### src/rtl/y2r_pkg.sv
`timescale 1ns / 1ps
`default_nettype none
// ----------------------------------------------------------------------------
// y2r_pkg: shared constants and types for the YUV 4:2:0 to RGB converter
// Frame limits, counter widths, item layout and BT.601 coefficients.
// ----------------------------------------------------------------------------
package y2r_pkg;

  // Frame limits
  localparam int MAX_WIDTH  = 1280;
  localparam int MAX_HEIGHT = 800;

  // Register widths and reset values
  localparam int FW_W = 11;
  localparam int FH_W = 10;
  localparam logic [FW_W-1:0] FW_RESET = FW_W'(1280);
  localparam logic [FH_W-1:0] FH_RESET = FH_W'(800);

  // Position counters and the widths their limit compares need
  localparam int COL_W  = $clog2(MAX_WIDTH);
  localparam int ROW_W  = $clog2(MAX_HEIGHT);
  localparam int WCMP_W = (FW_W > COL_W + 1) ? FW_W : COL_W + 1;
  localparam int HCMP_W = (FH_W > ROW_W + 1) ? FH_W : ROW_W + 1;

  // Chroma line store: one U/V pair per column pair
  localparam int LINE_DEPTH = (MAX_WIDTH + 1) / 2;
  localparam int SLOT_W     = (LINE_DEPTH > 1) ? $clog2(LINE_DEPTH) : 1;
  localparam int PIX_W      = 8;
  localparam int CHROMA_W   = 2 * PIX_W;

  // Queue between front and back
  localparam int FIFO_DEPTH = 4;
  localparam int PTR_W      = $clog2(FIFO_DEPTH);

  // Item as it passes from front to back: luma with its resolved chroma
  typedef struct packed {
    logic [PIX_W-1:0] luma;
    logic [PIX_W-1:0] cb;
    logic [PIX_W-1:0] cr;
    logic             eol;
    logic             eof;
  } pix_t;

  // Arithmetic
  localparam int PROD_W = 20;
  localparam int COEF_W = PIX_W + 1;
  typedef logic signed [PROD_W-1:0] prod_t;

  localparam int    SHIFT    = 8;
  localparam prod_t K_Y      = prod_t'(298);
  localparam prod_t K_RV     = prod_t'(409);
  localparam prod_t K_GU     = prod_t'(100);
  localparam prod_t K_GV     = prod_t'(208);
  localparam prod_t K_BU     = prod_t'(516);
  localparam prod_t K_RND    = prod_t'(128);
  localparam prod_t BYTE_MAX = prod_t'(255);
  localparam int    Y_OFS    = 16;
  localparam int    C_OFS    = 128;

endpackage
`default_nettype wire

### src/rtl/y2r_fifo.sv
`timescale 1ns / 1ps
`default_nettype none
// ----------------------------------------------------------------------------
// y2r_fifo: short item queue between front and back
// Register-based FIFO, combinational read of the oldest entry.
// ----------------------------------------------------------------------------
module y2r_fifo (
  input  wire logic          clk,
  input  wire logic          rst_n,
  input  wire logic          wr_en,
  output logic               full,
  input  wire y2r_pkg::pix_t wr_data,
  input  wire logic          rd_en,
  output logic               empty,
  output y2r_pkg::pix_t      rd_data
);

  y2r_pkg::pix_t              mem_r [y2r_pkg::FIFO_DEPTH];
  logic [y2r_pkg::PTR_W:0]    wr_ptr_r, wr_ptr_nxt;
  logic [y2r_pkg::PTR_W:0]    rd_ptr_r, rd_ptr_nxt;
  logic                       do_wr, do_rd;

  assign empty = (wr_ptr_r == rd_ptr_r);
  assign full  = (wr_ptr_r[y2r_pkg::PTR_W] != rd_ptr_r[y2r_pkg::PTR_W]) &&
                 (wr_ptr_r[y2r_pkg::PTR_W-1:0] == rd_ptr_r[y2r_pkg::PTR_W-1:0]);
  assign do_wr = wr_en && !full;
  assign do_rd = rd_en && !empty;

  assign rd_data = mem_r[rd_ptr_r[y2r_pkg::PTR_W-1:0]];

  always_comb begin
    wr_ptr_nxt = do_wr ? wr_ptr_r + 1'b1 : wr_ptr_r;
    rd_ptr_nxt = do_rd ? rd_ptr_r + 1'b1 : rd_ptr_r;
  end

  always_ff @(posedge clk) begin
    if (!rst_n) begin
      wr_ptr_r <= '0;
      rd_ptr_r <= '0;
    end else begin
      wr_ptr_r <= wr_ptr_nxt;
      rd_ptr_r <= rd_ptr_nxt;
    end
  end

  always_ff @(posedge clk) begin
    if (do_wr) begin
      mem_r[wr_ptr_r[y2r_pkg::PTR_W-1:0]] <= wr_data;
    end
  end

`ifndef SYNTHESIS
  a_level : assert property (@(posedge clk) disable iff (!rst_n)
    (wr_ptr_r - rd_ptr_r) <= (y2r_pkg::PTR_W + 1)'(y2r_pkg::FIFO_DEPTH))
    else $error("queue level beyond depth");
`endif

endmodule
`default_nettype wire

### config.mk
export PLATFORM = sky130hd
export DESIGN_NAME = y2r_fifo
export DESIGN_NICKNAME = d
export VERILOG_FILES = /design/src/rtl/y2r_pkg.sv /design/src/rtl/y2r_fifo.sv
export SDC_FILE = /design/constraint.sdc
export NUM_CORES = 1
export LEC_CHECK = 0
export BUFFER_PORTS_ARGS = -buffer_cell sky130_fd_sc_hd__buf_2
export CAP_MARGIN = 20
export CORE_MARGIN = 4
export CORE_UTILIZATION = 61
export CTS_CLUSTER_SIZE = 24
export DETAILED_ROUTE_END_ITERATION = 6
export PLACE_DENSITY_LB_ADDON = 0.15
export SYNTH_ARGS = -nofsm -noshare
export SYNTH_HDL_FRONTEND = slang
export SYNTH_SLANG_ARGS = --single-unit
### constraint.sdc
create_clock -name clk -period 7.3 [get_ports clk]
set_input_delay 0 -clock clk [delete_from_list [all_inputs] [get_ports clk]]
set_output_delay 0 -clock clk [all_outputs]
set_load 0.05 [all_outputs]
### Word level (Yosys, flattened, before mapping)

Memory sizes are Yosys's and may differ from the RTL's. A register that Yosys moved wholly into a read port is not among the register bits.
Cells that the tools add are included.
W data, S select, Z words.

* bits in registers: 6
* bits in writable memories: 104
* output and inout port bits: 28
* bits of input ports: 30
* memories: 1
* word-level logic and storage cells: 17

Memories
* mem_r: words 4, width 26, rd ports 1, clocked after memory_dff 1, write ports 1, RTL line y2r_fifo.sv:18 `y2r_pkg::pix_t mem_r [y2r_pkg::FIFO_DEPTH];`

* reductions and logical operators: 5
* multiplexer cells: 4
* add/sub/neg operators: 2
* equality and inequality tests: 3

Operators by type and width (count)
* $add A3 B1 Y3 const B: 2
* $mux W2: 2
* $eq A3 B3 Y1: 1
* $logic_and A1 B1 Y1: 3
* $eq A2 B2 Y1: 1
* $logic_not A1 Y1: 2
* $mux W1: 2
* $ne A1 B1 Y1: 1

### Longest topological paths before layout

* depth after elaboration: 6
* gate-level depth with buffers: 5
* depth with buffers taken out: 4

### Worst setup path after synthesis

OpenSTA, ideal clock, no wires.

* path kind: reg-to-reg
* from: register wr_ptr_r[1] (netlist name)
* to: memory mem_r[3][0] (netlist name), enable pin
* stages on the path, launching flop included: 5
* slack: 4312 ps
* buffers on the path: 1
* clock period less this slack: 2988 ps
* data arrival time: 2539 ps
* path through: dfxtp_1 > buf_6 > xor2_1 > nor3_1 > nor2_1

* word-level cells in the longest chain between the ends: 6

Ends and longest elaborated chain
* from (decl): RTL line y2r_fifo.sv:19 `logic [y2r_pkg::PTR_W:0] wr_ptr_r, wr_ptr_nxt;`
* from (signal assigned): RTL line y2r_fifo.sv:41 `wr_ptr_r <= wr_ptr_nxt;`
* $eq A2 B2 Y1: RTL line y2r_fifo.sv:25 `(wr_ptr_r[y2r_pkg::PTR_W-1:0] == rd_ptr_r[y2r_pkg::PTR_W-1:0]);`
* $logic_and A1 B1 Y1: RTL line y2r_fifo.sv:24 `assign full = (wr_ptr_r[y2r_pkg::PTR_W] != rd_ptr_r[y2r_pkg::PTR_W]) &&`
* via full: RTL line y2r_fifo.sv:11 `output logic full,`
* $logic_not A1 Y1: RTL line y2r_fifo.sv:26 `assign do_wr = wr_en && !full;`
* $logic_and A1 B1 Y1: RTL line y2r_fifo.sv:26
* $mux W1: RTL line y2r_fifo.sv:47 `if (do_wr) begin`
* $mux W1 (not written as such): RTL line y2r_fifo.sv:48 `mem_r[wr_ptr_r[y2r_pkg::PTR_W-1:0]] <= wr_data;`
* to (decl): RTL line y2r_fifo.sv:18

The timed path passes the listed nets, and every way through them passes these cells.

==> metrics <==
status=complete, no violations; H-Tree Depth=3; die area=8480 sq um; Area growth syn-to-layout=19.3%; layout net count=330; Max-cap violations=0; setup tns final=0 ps; Initial Util=a little over three fifths; Worst VDD drop=roughly 0.26 mV; RSZ-0062 raised after global routing=false; kind of end point of the critical path=output port; row count=30; # IOs=between 50 and 60; cell area after synthesis=4310 sq um; Total GRT Usage=a little under a fifth; fin crit period=2190 ps; Setup Crit Path Kind=flip-flop to output port; CP startpoint kind=flip-flop; crit path to=rd_data[1]; setup ws final=5110 ps; initial antenna violation count=0; HPWL after detailed placement=4370 microns; vias in the first global route=roughly 2,300; skew final=10.6 ps; HP Start=wr_en; Max-slew headroom=a little over a third; final hold violation count=0; clock tree buffer depth=2; via density per instance=5.51; layout cells sized above 1=about a third; Max Transition Viols Final=0; Final Wtd Congestion=about 0.91; Non-Filler Instances=394; Syn. warnings=0; Cell variety after synth=30; sequential-to-total area share from yosys stat=between 70% and 80%; arrival time worst endpoint=2190 ps; Die W=92.1 microns; drt total wl=just over 7000 microns; largest net degree at the start of global routing=27; static leakage=approximately 1.8 nW; area post-placement=roughly 4700 sq um; Antenna Violating Nets Remaining=0; TritonCTS clock tree=built; DRT iter0 DRCs=100; #FFs+latches synth=112; via count=2,172; Wirelength per Cell=around 18 microns; first-pass GRT wire length=11,700 microns; GRT Residual Overflow=0; Final Cycle Share=about 30%; placed cell count=between 300 and 400; Vert. Die Dim=approximately 90 microns; Avg Inst Size Synth=roughly 21 sq um; Hold Path Class=input pin to flip-flop; DRC=0; Register-to-Register Path Depth=3; pre-CTS setup slack=between 5000 and 6000 ps; Sink Count=between 100 and 150; register area=between 3000 and 4000 sq um; worst slew pin tran=about 950 ps; CTS Buf Count=9; r2r setup slk=5150 ps; Fillers=around 420; Multi-input gate area=approximately 970 sq um; r2r startpoint=wr_ptr_r[0]$_SDFFE_PN0P_; worst hold path depth=3; PwrDens=roughly 360 nW/um^2; final std cell area, no fill=roughly 5100 sq um; Clk pin slew, worst setup/hold paths=90 ps; Cells after Synth=~200; Syn Nets=~240; Crit Reg-Reg Endpoint=mem_r[3][7]$_DFFE_PP_; Port-buffer cells=between 50 and 60; root buffer cell=clkbuf_8; cts repair resizes=0; core area=6830 sq um; largest fanout on the critical path=26; worst-skew pair later-pin latency=360 ps; drt pass-1 iters=4; Final setup violation count=0; Max Clk Rate=about 0.46 GHz; antenna diode count=0; required time of the critical path=between 7000 and 8000 ps
## routing by layer
metal	wire (microns)	global-route usage (%)	up-vias
li1	-	-	1024
met1	2990	23.6	1088
met4	19	4.83	0
met5	0	0	-
met3	322	4.35	2
met2	3850	31.1	58
## registers in the layout, summed over array words and instances (netlist names), named ones only
| name | cells |
|---|---|
| rd_ptr_r | 3 |
| mem_r | 104 |
| wr_ptr_r | 3 |
## worst min-delay path by stage
stage	endpoint	slack [ps]
floorplan	mem_r[0][0]$_DFFE_PP_	100
global placement	mem_r[2][0]$_DFFE_PP_	210
detailed placement	mem_r[0][12]$_DFFE_PP_	220
CTS	wr_ptr_r[1]$_SDFFE_PN0P_	10
global route	wr_ptr_r[1]$_SDFFE_PN0P_	40
finish	wr_ptr_r[1]$_SDFFE_PN0P_	20
## timing repair
| action | CTS | global route |
|---|---|---|
| hold buffers | 27 | 0 |
| setup buffers | 0 | 0 |
| endpoints found under the hold margin | 105 | 0 |
| endpoints found under the setup margin | 0 | 0 |
## worst max-delay path, cell delays in order, from the launching register on
cell and delay (ps):
dfxtp_2 960, mux4_2 620, buf_2 230
## logic make-up (layout without fill, tap and decap cells)
family | count (synthesis) | count (layout) | share of synthesized area [%]
compound gates | 18 | 18 | 2.93
flops | 112 | 112 | 76.1
simple gates | 24 | 24 | 3.13
buf+inv | 13 | 107 | 1.57
mux | 26 | 26 | 13.6
xor+xnor | 6 | 6 | 1.22
fa+ha+maj | 5 | 5 | 1.45
## synth_stat cells
cell type	number	area [sq um]
and2_1	4	25.0
a31oi_1	2	12.5
nand3b_1	4	30.0
inv_1	5	18.8
nand4_1	2	12.5
a211o_1	4	35.0
a41oi_1	2	17.5
nand2_1	3	11.3
xnor2_1	3	26.3
nand3_1	3	15.0
o31a_1	1	8.76
buf_4	1	7.51
a211oi_1	1	7.51
and3_1	1	6.26
ha_1	5	62.6
or4_1	1	7.51
buf_1	2	7.51
a21oi_1	2	10.0
buf_6	1	11.3
nor3_1	4	20.0
dfxtp_1	8	160
o21ai_0	4	20.0
clkbuf_2	1	5.00
o211ai_1	2	15.0
xor2_1	3	26.3
buf_2	2	10.0
nor2_1	2	7.51
mux4_2	26	586
clkbuf_4	1	7.51
edfxtp_1	104	3120
## through the flow
step | util (%) | power (mW) | hold WS [ps]
final | 75.3 | 1.84 | 23.2
after global routing | 75.3 | 1.93 | 41.0
after CTS | 75.3 | 1.85 | 11.0
after detailed placement | 68.9 | 1.53 | 218
after global placement | 68.9 | 1.53 | 214
after floorplan | - | 1.38 | 98.9
## layout make-up
class                           instances  area share [%]
Tap cell                               96            2.33
Multi-Input combinational cell         79            18.8
Inverter                                5           0.365
Sequential cell                       112            63.8
Clock buffer                            9            2.41
Clock inverter                          5           0.851
Timing Repair Buffer                   88            11.4
## cells in the final DEF, fill, tap and decap left out, drive strengths merged, types with 2 or more instances in the layout
| cell | Yosys | routed |
|---|---|---|
| a31oi | 2 | 2 |
| nor2 | 2 | 2 |
| and2 | 4 | 4 |
| nand2 | 3 | 3 |
| xnor2 | 3 | 3 |
| edfxtp | 104 | 104 |
| clkbuf | 2 | 9 |
| clkinvlp | 0 | 2 |
| xor2 | 3 | 3 |
| nor3 | 4 | 4 |
| nand3b | 4 | 4 |
| a41oi | 2 | 2 |
| nand3 | 3 | 3 |
| buf | 6 | 61 |
| ha | 5 | 5 |
| clkinv | 0 | 2 |
| dfxtp | 8 | 8 |
| dlygate4sd3 | 0 | 27 |
| a21oi | 2 | 2 |
| nand4 | 2 | 2 |
| mux4 | 26 | 26 |
| o21ai | 4 | 4 |
| o211ai | 2 | 2 |
| a211o | 4 | 4 |
| inv | 5 | 6 |
## power by group
part	total [mW]	internal [mW]	switching [mW]
combinational	0.648	0.202	0.446
clock	0.320	0.124	0.196
sequential	0.873	0.813	0.0597
Note: power is estimated with default switching activity, not from simulation.
