===== config.mk =====
export PLATFORM = sky130hd
export DESIGN_NAME = y2r_back
export DESIGN_NICKNAME = d
export VERILOG_FILES = /design/src/rtl/y2r_pkg.sv /design/src/rtl/y2r_back.sv
export SDC_FILE = /design/constraint.sdc
export NUM_CORES = 1
export LEC_CHECK = 0
export ABC_AREA = 1
export BUFFER_PORTS_ARGS = -buffer_cell sky130_fd_sc_hd__buf_2
export CORE_UTILIZATION = 55
export CTS_CLUSTER_SIZE = 28
export DETAILED_ROUTE_END_ITERATION = 10
export PLACE_DENSITY = 0.78
export SKIP_CTS_REPAIR_TIMING = 1
export SLEW_MARGIN = 20
export SYNTH_ARGS = -nofsm -noshare
export SYNTH_HDL_FRONTEND = slang
export SYNTH_SLANG_ARGS = --single-unit
export TNS_END_PERCENT = 30

===== constraint.sdc =====
create_clock -name clk -period 8.05 [get_ports clk]
set_clock_uncertainty 0.2 [all_clocks]
set_input_delay 1.61 -clock clk [delete_from_list [all_inputs] [get_ports clk]]
set_output_delay 1.61 -clock clk [all_outputs]
set_load 0.01 [all_outputs]

===== src/rtl/y2r_pkg.sv =====
`timescale 1ns / 1ps
`default_nettype none
// ----------------------------------------------------------------------------
// y2r_pkg: shared constants and types for the YUV 4:2:0 to RGB converter
// Frame limits, counter widths, item layout and BT.601 coefficients.
// ----------------------------------------------------------------------------
package y2r_pkg;

  // Frame limits
  localparam int MAX_WIDTH  = 1280;
  localparam int MAX_HEIGHT = 800;

  // Register widths and reset values
  localparam int FW_W = 11;
  localparam int FH_W = 10;
  localparam logic [FW_W-1:0] FW_RESET = FW_W'(1280);
  localparam logic [FH_W-1:0] FH_RESET = FH_W'(800);

  // Position counters and the widths their limit compares need
  localparam int COL_W  = $clog2(MAX_WIDTH);
  localparam int ROW_W  = $clog2(MAX_HEIGHT);
  localparam int WCMP_W = (FW_W > COL_W + 1) ? FW_W : COL_W + 1;
  localparam int HCMP_W = (FH_W > ROW_W + 1) ? FH_W : ROW_W + 1;

  // Chroma line store: one U/V pair per column pair
  localparam int LINE_DEPTH = (MAX_WIDTH + 1) / 2;
  localparam int SLOT_W     = (LINE_DEPTH > 1) ? $clog2(LINE_DEPTH) : 1;
  localparam int PIX_W      = 8;
  localparam int CHROMA_W   = 2 * PIX_W;

  // Queue between front and back
  localparam int FIFO_DEPTH = 4;
  localparam int PTR_W      = $clog2(FIFO_DEPTH);

  // Item as it passes from front to back: luma with its resolved chroma
  typedef struct packed {
    logic [PIX_W-1:0] luma;
    logic [PIX_W-1:0] cb;
    logic [PIX_W-1:0] cr;
    logic             eol;
    logic             eof;
  } pix_t;

  // Arithmetic
  localparam int PROD_W = 20;
  localparam int COEF_W = PIX_W + 1;
  typedef logic signed [PROD_W-1:0] prod_t;

  localparam int    SHIFT    = 8;
  localparam prod_t K_Y      = prod_t'(298);
  localparam prod_t K_RV     = prod_t'(409);
  localparam prod_t K_GU     = prod_t'(100);
  localparam prod_t K_GV     = prod_t'(208);
  localparam prod_t K_BU     = prod_t'(516);
  localparam prod_t K_RND    = prod_t'(128);
  localparam prod_t BYTE_MAX = prod_t'(255);
  localparam int    Y_OFS    = 16;
  localparam int    C_OFS    = 128;

endpackage
`default_nettype wire


===== src/rtl/y2r_back.sv =====
`timescale 1ns / 1ps
`default_nettype none
// ----------------------------------------------------------------------------
// y2r_back: BT.601 colour conversion
// Stage one forms the coefficient products, stage two sums, rounds and
// clamps into the output register.
// ----------------------------------------------------------------------------
module y2r_back (
  input  wire logic                       clk,
  input  wire logic                       rst_n,
  input  wire logic                       q_empty,
  input  wire y2r_pkg::pix_t              q_data,
  output logic                            q_pop,
  output logic [7:0]                      out_red,
  output logic [7:0]                      out_green,
  output logic [7:0]                      out_blue,
  output logic                            out_end_of_line,
  output logic                            out_end_of_frame,
  output logic                            out_empty,
  input  wire logic                       out_pop
);

  localparam int CW = y2r_pkg::COEF_W;

  logic signed [CW-1:0] c, d, e;
  y2r_pkg::prod_t       p_y_nxt, p_rv_nxt, p_gu_nxt, p_gv_nxt, p_bu_nxt;
  y2r_pkg::prod_t       p_y_r, p_rv_r, p_gu_r, p_gv_r, p_bu_r;
  logic                 s1_eol_r, s1_eof_r;
  logic                 s1_vld_r, s1_vld_nxt;
  logic                 s1_ready;
  y2r_pkg::prod_t       r_sum, g_sum, b_sum;
  logic                 out_vld_r, out_vld_nxt;
  logic                 out_ready;

  function automatic logic [7:0] clamp_byte(input y2r_pkg::prod_t s);
    y2r_pkg::prod_t q;
    q = s >>> y2r_pkg::SHIFT;
    if (s < 0) begin
      return '0;
    end else if (q > y2r_pkg::BYTE_MAX) begin
      return 8'hFF;
    end else begin
      return q[7:0];
    end
  endfunction

  assign out_ready = !out_vld_r || out_pop;
  assign s1_ready  = !s1_vld_r || out_ready;
  assign q_pop     = !q_empty && s1_ready;

  always_comb begin
    c = CW'({1'b0, q_data.luma}) - CW'(y2r_pkg::Y_OFS);
    d = CW'({1'b0, q_data.cb})   - CW'(y2r_pkg::C_OFS);
    e = CW'({1'b0, q_data.cr})   - CW'(y2r_pkg::C_OFS);
    p_y_nxt  = y2r_pkg::prod_t'(c) * y2r_pkg::K_Y;
    p_rv_nxt = y2r_pkg::prod_t'(e) * y2r_pkg::K_RV;
    p_gu_nxt = y2r_pkg::prod_t'(d) * y2r_pkg::K_GU;
    p_gv_nxt = y2r_pkg::prod_t'(e) * y2r_pkg::K_GV;
    p_bu_nxt = y2r_pkg::prod_t'(d) * y2r_pkg::K_BU;
  end

  always_comb begin
    r_sum = p_y_r + p_rv_r + y2r_pkg::K_RND;
    g_sum = p_y_r - p_gu_r - p_gv_r + y2r_pkg::K_RND;
    b_sum = p_y_r + p_bu_r + y2r_pkg::K_RND;
  end

  always_comb begin
    s1_vld_nxt  = s1_ready ? !q_empty : s1_vld_r;
    out_vld_nxt = out_ready ? s1_vld_r : out_vld_r;
  end

  always_ff @(posedge clk) begin
    if (!rst_n) begin
      s1_vld_r  <= 1'b0;
      out_vld_r <= 1'b0;
    end else begin
      s1_vld_r  <= s1_vld_nxt;
      out_vld_r <= out_vld_nxt;
    end
  end

  always_ff @(posedge clk) begin
    if (q_pop) begin
      p_y_r    <= p_y_nxt;
      p_rv_r   <= p_rv_nxt;
      p_gu_r   <= p_gu_nxt;
      p_gv_r   <= p_gv_nxt;
      p_bu_r   <= p_bu_nxt;
      s1_eol_r <= q_data.eol;
      s1_eof_r <= q_data.eof;
    end
    if (s1_vld_r && out_ready) begin
      out_red          <= clamp_byte(r_sum);
      out_green        <= clamp_byte(g_sum);
      out_blue         <= clamp_byte(b_sum);
      out_end_of_line  <= s1_eol_r;
      out_end_of_frame <= s1_eof_r;
    end
  end

  assign out_empty = !out_vld_r;

`ifndef SYNTHESIS
  a_eof_has_eol : assert property (@(posedge clk) disable iff (!rst_n)
    s1_vld_r |-> (!s1_eof_r || s1_eol_r))
    else $error("end of frame without end of line");

  a_s1_hold : assert property (@(posedge clk) disable iff (!rst_n)
    (s1_vld_r && !out_ready) |=> (s1_vld_r && $stable(p_y_r)))
    else $error("stalled product stage lost its item");
`endif

endmodule
`default_nettype wire


# Word level (Yosys, flattened, before mapping)
# Cells that the tools add are included.
[op_classes]
n_addsub = 10
n_mul = 5
order_cmp = 6
muxes = 3
reduce_logical = 7
[op_table]
columns = ["operator", "n"]
rows = [
  ["adder 20 x 9 -> 20 bit, second input constant", 3],
  ["less-than comparator 20 x 1 -> 1 bit, second input constant", 3],
  ["adder 20 bit", 2],
  ["subtractor 20 bit", 2],
  ["greater-than comparator 12 x 9 -> 1 bit, second input constant", 3],
  ["multiplier 9 x 9 -> 18 bit, second input constant", 2],
  ["two-way mux 8 bit", 3],
  ["multiplier 9 x 10 -> 19 bit, second input constant", 1],
  ["subtractor 8 x 8 -> 9 bit, second input constant", 2],
  ["multiplier 9 x 6 -> 15 bit, second input constant", 1],
  ["multiplier 9 x 5 -> 14 bit, second input constant", 1],
  ["subtractor 8 x 5 -> 9 bit, second input constant", 1],
  ["logical NOT 1 bit", 3],
  ["logical AND 1 bit", 2],
  ["logical OR 1 bit", 2],
]
[word_totals]
regBits = 121
output_inout_bits = 28

# Logic depth before layout (Yosys ltp)
# Gate-level depths: netlist of run 1.
[logic_depth]
ltp_word = 5
mapped_depth = 20
ltp_nobuf = 20

# Least setup slack after synthesis of run 1
# OpenSTA, ideal clock, no wires.
[synth_path]
path_kind = "input-to-reg"
from = "input q_data[22] (netlist bit)"
to = "register p_y_r[16], data pin"
setup_time_ns = 0.269
t_arrival_ns = 5.265
t_required_ns = 7.581
path_slack_ns = 2.316
cell_stages = 18
path_buffers = 0
cell_sequence = "inv_1 ha_1 nand2_1 nor2_2 ha_1 ha_1 inv_1 fa_1 fa_1 inv_1 ha_1 a21oi_1 o21ai_0 nor2_1 nor2_1 nor2_1 o21ai_0 xor2_1"
[synth_via]
elab_chain_cells = 2
[synth_lines]
columns = ["item", "line", "text"]
rows = [
  ["from (decl)", "y2r_back.sv:12", "input wire y2r_pkg::pix_t q_data,"],
  ["subtractor 8 x 5 -> 9 bit", "y2r_back.sv:52", "c = CW'({1'b0, q_data.luma}) - CW'(y2r_pkg::Y_OFS);"],
  ["multiplier 9 x 9 -> 18 bit", "y2r_back.sv:55", "p_y_nxt = y2r_pkg::prod_t'(c) * y2r_pkg::K_Y;"],
  ["net p_y_nxt[16]", "y2r_back.sv:26", "y2r_pkg::prod_t p_y_nxt, p_rv_nxt, p_gu_nxt, p_gv_nxt, p_bu_nxt;"],
  ["to (signal assigned)", "y2r_back.sv:85", "p_y_r <= p_y_nxt;"],
  ["to (decl)", "y2r_back.sv:27", "y2r_pkg::prod_t p_y_r, p_rv_r, p_gu_r, p_gv_r, p_bu_r;"],
]
# The timed path passes the listed nets, and every way through them passes these cells.
# A chain may end at the register's enable or synchronous reset.

# Worst setup path in the final report of run 1
[layout_path]
from = "input q_data[22] (netlist bit)"
to = "register p_y_r[18], data pin"
# Same word-level chain as after synthesis.

==> flow_metrics.tcl, run 1 <==
set metrics [dict create \
    leakage_nw 6.72 \
    drt-total-wl_microns 24000 \
    cp-start-kind "input port" \
    syn_to_final_growth_pct 7.76 \
    crit_path_end_kind "register" \
    min_period_ns 5.85 \
    yosysTopAreaCell "ha_1" \
    post-route-period-util 0.727 \
    worstPathCellList "buf_2, inv_1, ha_1, nand2_1, nor2_2, ha_1, ha_1, inv_1, fa_1, fa_1, inv_1, ha_1, nand2_1, nor3_1, nor2_1, nor2_1, nor2_1, o21ai_0, nand2_1, nand3_1, nand2_1" \
    clock.fmax_mhz 171 \
    rsz0062_at_grt "no" \
    hold_violations 0 \
    grt.total_usage 0.234 \
    final_cells 1652 \
    hp-class "reg2reg" \
    grt-ovfl-total 0 \
    slowest_stage "fa_1" \
    place.port_buffers 57 \
    switchingPower_w 0.00233 \
    via_per_inst 5.22 \
    start_util 0.560 \
    cts_root_buf "clkbuf_16" \
    core_area_sq_mm 0.0210 \
    vias 8616 \
    nFillCells 1776 \
    finalSetupTns_ns 0 \
    syn_nets 1644 \
    whs_path_depth 0 \
    grt_pass1_wl_microns 40000 \
    ff2ff_setup_slack_ns 4.64 \
    dp_cells 1636 \
    powerDensity_mw_per_mm2 365 \
    cts_buffers 9 \
    maxCapViolCount 0 \
    async_flop_share 0 \
    power_w 0.00462 \
    hold_end "out_end_of_line$_DFFE_PP_" \
    worstSetupPathType "in2reg" \
    synthTopCellsByArea "ha_1 (27%), edfxtp_1 (27%), fa_1 (9.2%)" \
    hold_start "s1_eol_r$_DFFE_PP_" \
    drt_iter0_drc 562 \
    grt_max_degree 59 \
    violations "design-rule violations" \
    syn_avg_cell_area_sq_um 9.02 \
    swShare 0.505 \
    vdd_drop_max_mv 0.208 \
    synth_edf_count 107 \
    timing.rr.start "p_y_r[12]$_DFFE_PP_" \
    io_pins 58 \
    dp_hpwl_microns 20300 \
    cts_tree "built" \
    clkPwrFrac 0.088 \
    run_status "complete, but fails checks" \
    grt_pass1_vias 8523 \
    tightest_slew_ns 0.701 \
    ys_ff_latch 109 \
    cp_max_fo 13 \
    worstPathRequired_ns 7.96 \
    die_y_microns 148 \
    ant_nets 0 \
    cp_top_family "adder cells" \
    die_x_microns 148 \
    wl_per_cell_microns 14.5 \
    synth_flop_cell "edfxtp_1" \
    cp.arrival_ns 5.76 \
    netlist.area_leader.share 0.275 \
    die_area_sq_mm 0.0219 \
    antenna_found_initial 1 \
    cts_sinks 109 \
    htreeDepth 3 \
    first_pass_iters 10 \
    finalNetCount 1714 \
    clk_latency_ns 0.36 \
    synth-seq-area-share 0.277 \
    drc 1 \
    cts.clk_slew.worst_paths_ns 0.07 \
    slew_headroom 0.533 \
    slew_violations 0 \
    critical-path-max-stage-delay_ns 0.54 \
    yosys_warnings 0 \
    synth_cells 1302 \
    cts_buffer_depth 2 \
    drive_gt1_frac 0.0733 \
    rr_worst_depth 15 \
    crit_buf_inv 4 \
    gp_congestion 0.912 \
    synth.distinct_cells 38 \
    num_rows 53 \
    p_int_w 0.00229 \
    setup_viol 0 \
    p_comb_frac 0.708 \
    syn-cell-area_sq_mm 0.0117 \
    r2r-end "out_green[0]$_SDFFCE_PN0P_" \
    antenna_cells 0 \
    power_frac_seq 0.203 \
]
[cell usage in the layout (no fill, tap or decap), drive strengths merged, types with 28 or more instances in the layout]
cell,synthesis,final
o21ai,28,28
nand2,233,233
edfxtp,107,107
xor2,45,45
buf,0,59
inv,261,260
nand3,59,59
fa,54,54
ha,258,258
nor2,82,82
a21oi,86,86
[cells in the mapped netlist (5+ instances only)]
library cell,number
xnor2_1,27
fa_1,54
nand4_1,9
a21oi_1,82
a21o_1,8
o21ai_1,5
inv_1,261
nor2_1,79
xor2_1,44
nand2_1,219
nand2_2,14
ha_1,258
edfxtp_1,107
nand3_1,57
o21ai_0,22
nor3_1,11
[worst register-to-register path, cell delays in order (launching register included)]
cell and delay, ns:
edfxtp_1 0.52, inv_1 0.11, fa_1 0.55, inv_1 0.04, ha_1 0.30, ha_1 0.39
a21oi_1 0.21, o21ai_1 0.11, a21oi_1 0.18, nand2_1 0.07, nand2_1 0.07, nand2_2 0.09
nor2_8 0.13, nand3_1 0.10, nand2_1 0.07, inv_1 0.04
[power by group through the flow]
stage / clock, W / sequential [W] / combinational (W)
final: 0.000408 / 0.000938 / 0.00327
after global routing: 0.000436 / 0.000950 / 0.00371
after CTS: 0.000414 / 0.000940 / 0.00325
after detailed placement: 0 / 0.000952 / 0.00322
after global placement: 0 / 0.000951 / 0.00315
after floorplan: 0 / 0.000914 / 0.00253
[kinds of logic (layout without fill, tap and decap cells)]
| group | Yosys count | in the layout | synth area share |
|---|---|---|---|
| buffers and inverters | 261 | 336 | 0.0834 |
| XOR/XNOR | 72 | 72 | 0.0553 |
| adder cells (fa/ha/maj) | 312 | 312 | 0.367 |
| AND/OR/NAND/NOR | 404 | 404 | 0.148 |
| flip-flops | 109 | 109 | 0.277 |
| AO/OA/AOI/OAI | 144 | 144 | 0.0697 |
[layer usage]
metal  routed length (microns)  track usage
met1                     10800        0.302
met2                     11700        0.407
met3                      1010       0.0252
met4                       485       0.0789
met5                         0            0
[worst max path at each step]
stage	cells past startpoint	start	to	slack [ns]
5_1_grt	21	q_data[22]	p_y_r[18]$_DFFE_PP_	1.81
4_1_cts	21	q_data[22]	p_y_r[18]$_DFFE_PP_	2.21
3_5_place_dp	21	q_data[22]	p_y_r[18]$_DFFE_PP_	1.82
6_report	21	q_data[22]	p_y_r[18]$_DFFE_PP_	2.20
2_1_floorplan	18	q_data[22]	p_y_r[16]$_DFFE_PP_	2.32
3_3_place_gp	19	q_data[22]	p_y_r[16]$_DFFE_PP_	1.94
[final cells by class]
type                       count  area, sq um  share of cell area
multi-input combinational    932         7510               0.594
sequential                   109         3250               0.257
inverter                     261          981              0.0775
tap                          275          344              0.0272
timing repair buffer          59          300              0.0237
clock buffer                  12          236              0.0187
clock inverter                 4         25.0             0.00198
[registers in the layout, summed over array words and instances, names as in the netlist, 8 cells and up]
register,flops
p_gu_r,12
p_rv_r,19
p_bu_r,18
out_green,8
p_y_r,18
out_red,8
p_gv_r,12
out_blue,8
[per-stage QoR]
stage	setup slack [ns]	cell area, sq um	utilization	hold WS (ns)
6_report	2.20	12700	0.604	0.221
5_1_grt	1.81	12700	0.604	0.244
4_1_cts	2.21	12700	0.604	0.225
3_5_place_dp	1.82	12400	0.591	0.214
3_3_place_gp	1.94	12400	0.591	0.202
2_1_floorplan	2.32	11700	-	0.200
(Power assumes the default switching activity.)
==> run 2: changes to the inputs <==
- ABC_AREA: 1 -> 0
- clock period: 8.05 -> 5.7 ns (I/O delays scaled with it)
==> flow_metrics.tcl, run 2 <==
set metrics [dict create \
    run_status "finished, final reports clean" \
    slew_headroom 0.308 \
    powerDensity_mw_per_mm2 478 \
    first_pass_iters 4 \
    leakage_nw 5.80 \
    synth.distinct_cells 59 \
    power_w 0.00566 \
    ff2ff_setup_slack_ns 1.53 \
    layout_common_cells "ha_1 (258), inv_1 (180), edfxtp_1 (107), a21oi_1 (67), buf_2 (57)" \
    wl_per_cell_microns 15.4 \
    die_x_microns 143 \
    synth_flop_cell "edfxtp_1" \
    die_area_sq_mm 0.0203 \
    async_flop_share 0 \
    cts_root_buf "clkbuf_16" \
    finalSetupTns_ns 0 \
    htreeDepth 3 \
    yosys_warnings 0 \
    rsz0062_at_grt "no" \
    drc 0 \
    synthTopCellsByArea "ha_1 (30%), edfxtp_1 (30%), fa_1 (9.9%)" \
    grt_pass1_vias 7268 \
    grt_max_degree 82 \
    reg_top3 "p_rv_r: 19 flops, p_bu_r: 18 flops, p_y_r: 18 flops" \
    grt_pass1_wl_microns 34300 \
    cts_buffers 9 \
    maxCapViolCount 0 \
    tightest_slew_ns 1.04 \
    num_rows 51 \
    ys_ff_latch 109 \
    min_period_ns 5.29 \
    vias 7288 \
    drive_gt1_frac 0.0880 \
    drt-total-wl_microns 20900 \
    antenna_found_initial 0 \
    drt_iter0_drc 237 \
    regMostFlops "p_rv_r" \
    setup_viol 0 \
    cp-start-kind "input port" \
    final_area_sq_mm 0.0118 \
    syn_avg_cell_area_sq_um 10.8 \
    synth-seq-area-share 0.299 \
    cts_buffer_depth 2 \
    synth_cells 1012 \
    worstPathRequired_ns 5.61 \
    synth_commonest_cells "ha_1 (258), inv_1 (180), edfxtp_1 (107)" \
    grt-ovfl-total 0 \
    gp_congestion 0.893 \
    core_area_sq_mm 0.0194 \
    slew_violations 0 \
    cp.arrival_ns 5.20 \
    vdd_drop_max_mv 0.262 \
    yosysTopAreaCell "ha_1" \
    grt.total_usage 0.220 \
    largest_reg_flops 19 \
    start_util 0.561 \
    die_y_microns 143 \
    crit_path_end_kind "register" \
    ant_nets 0 \
    clk_latency_ns 0.37 \
    hp-class "reg2reg" \
    post-route-period-util 0.927 \
    synth_edf_count 107 \
    syn_to_final_growth_pct 8.79 \
    finalNetCount 1428 \
    via_per_inst 5.37 \
    cts_tree "built" \
    hold_end "out_end_of_line$_DFFE_PP_" \
    cts.clk_slew.worst_paths_ns 0.07 \
    r2r-end "out_green[7]$_SDFFCE_PN0P_" \
    timing.rr.start "p_y_r[6]$_DFFE_PP_" \
    rr_worst_depth 13 \
    io_pins 58 \
    syn_nets 1354 \
    cp_max_fo 4 \
    antenna_cells 0 \
    layout_commonest_cell "ha_1" \
    netlist.area_leader.share 0.297 \
    clock.fmax_mhz 189 \
    synth_most_common_cell "ha_1" \
    whs_path_depth 0 \
    cts_sinks 109 \
    worstSetupPathType "in2reg" \
    place.port_buffers 57 \
    dp_hpwl_microns 16900 \
    hold_violations 0 \
    syn-cell-area_sq_mm 0.0109 \
    hold_start "s1_eol_r$_DFFE_PP_" \
    post_dp_cell_area_sq_mm 0.0116 \
]
## run 2: critical path: stages
cell,delay [ns]
buf_2,0.11
inv_1,0.08
ha_1,0.19
xor2_1,0.34
ha_1,0.33
ha_1,0.30
inv_1,0.07
fa_1,0.43
fa_1,0.55
inv_1,0.04
ha_1,0.33
a21oi_1,0.24
o21bai_1,0.10
a21oi_1,0.23
o21ai_0,0.18
a311o_1,0.40
xor2_1,0.15
## run 2: logic make-up (layout without fill, tap and decap cells)
kind of cell               after synthesis  after routing  share of synthesized area
DFF                                    109            109                      0.299
xor gates and xnor gates                73             73                     0.0601
muxes                                    4              4                    0.00391
buffers and inverters                  182            261                     0.0628
adders and majority gates              312            312                      0.396
AOI/OAI and AO/OA                      182            182                      0.112
and+or+nand+nor                        150            150                     0.0661
## run 2: how the worst max path moves through the flow
stage / end / from / cells past startpoint / slack (ns)
2_1_floorplan: p_y_r[16]$_DFFE_PP_ / q_data[22] / 17 / 0.18
5_1_grt: p_y_r[16]$_DFFE_PP_ / q_data[22] / 21 / 0.21
3_5_place_dp: p_y_r[16]$_DFFE_PP_ / q_data[22] / 17 / 0.07
4_1_cts: p_y_r[16]$_DFFE_PP_ / q_data[22] / 17 / 0.44
6_report: p_y_r[16]$_DFFE_PP_ / q_data[22] / 17 / 0.41
3_3_place_gp: p_y_r[16]$_DFFE_PP_ / q_data[22] / 17 / 0.19
## run 2: through the flow
stage          utilization  hold WS, ns  worst slack [ns]  cells
3_3_place_gp         0.596        0.202             0.192   1340
2_1_floorplan            -        0.200             0.177   1012
6_report             0.610        0.230             0.414   1356
5_1_grt              0.610        0.238             0.211   1356
4_1_cts              0.610        0.233             0.439   1356
3_5_place_dp         0.596        0.211            0.0692   1340
## run 2: power by group
group / total (W) / leakage, nW / switching [W] / internal, W
sequential: 0.00131 / 1.06 / 0.000134 / 0.00118
combinational: 0.00376 / 4.62 / 0.00211 / 0.00165
clock: 0.000595 / 0.127 / 0.000297 / 0.000298
## run 2: metal layers
metal / part of all wire / global-route usage / vias to the layer above
met5: 0 / 0 / -
met4: 0.022 / 0.0645 / 0
met3: 0.038 / 0.0332 / 30
met2: 0.49 / 0.391 / 124
met1: 0.45 / 0.276 / 3461
li1: - / - / 3673
## run 2: cell type report
type | count | area [sq um]
Multi-Input combinational cell | 721 | 6960
Clock inverter | 7 | 51.3
Sequential cell | 109 | 3250
Tap cell | 265 | 332
Fill cell | 1615 | 7560
Timing Repair Buffer | 64 | 338
Clock buffer | 9 | 225
Inverter | 181 | 679
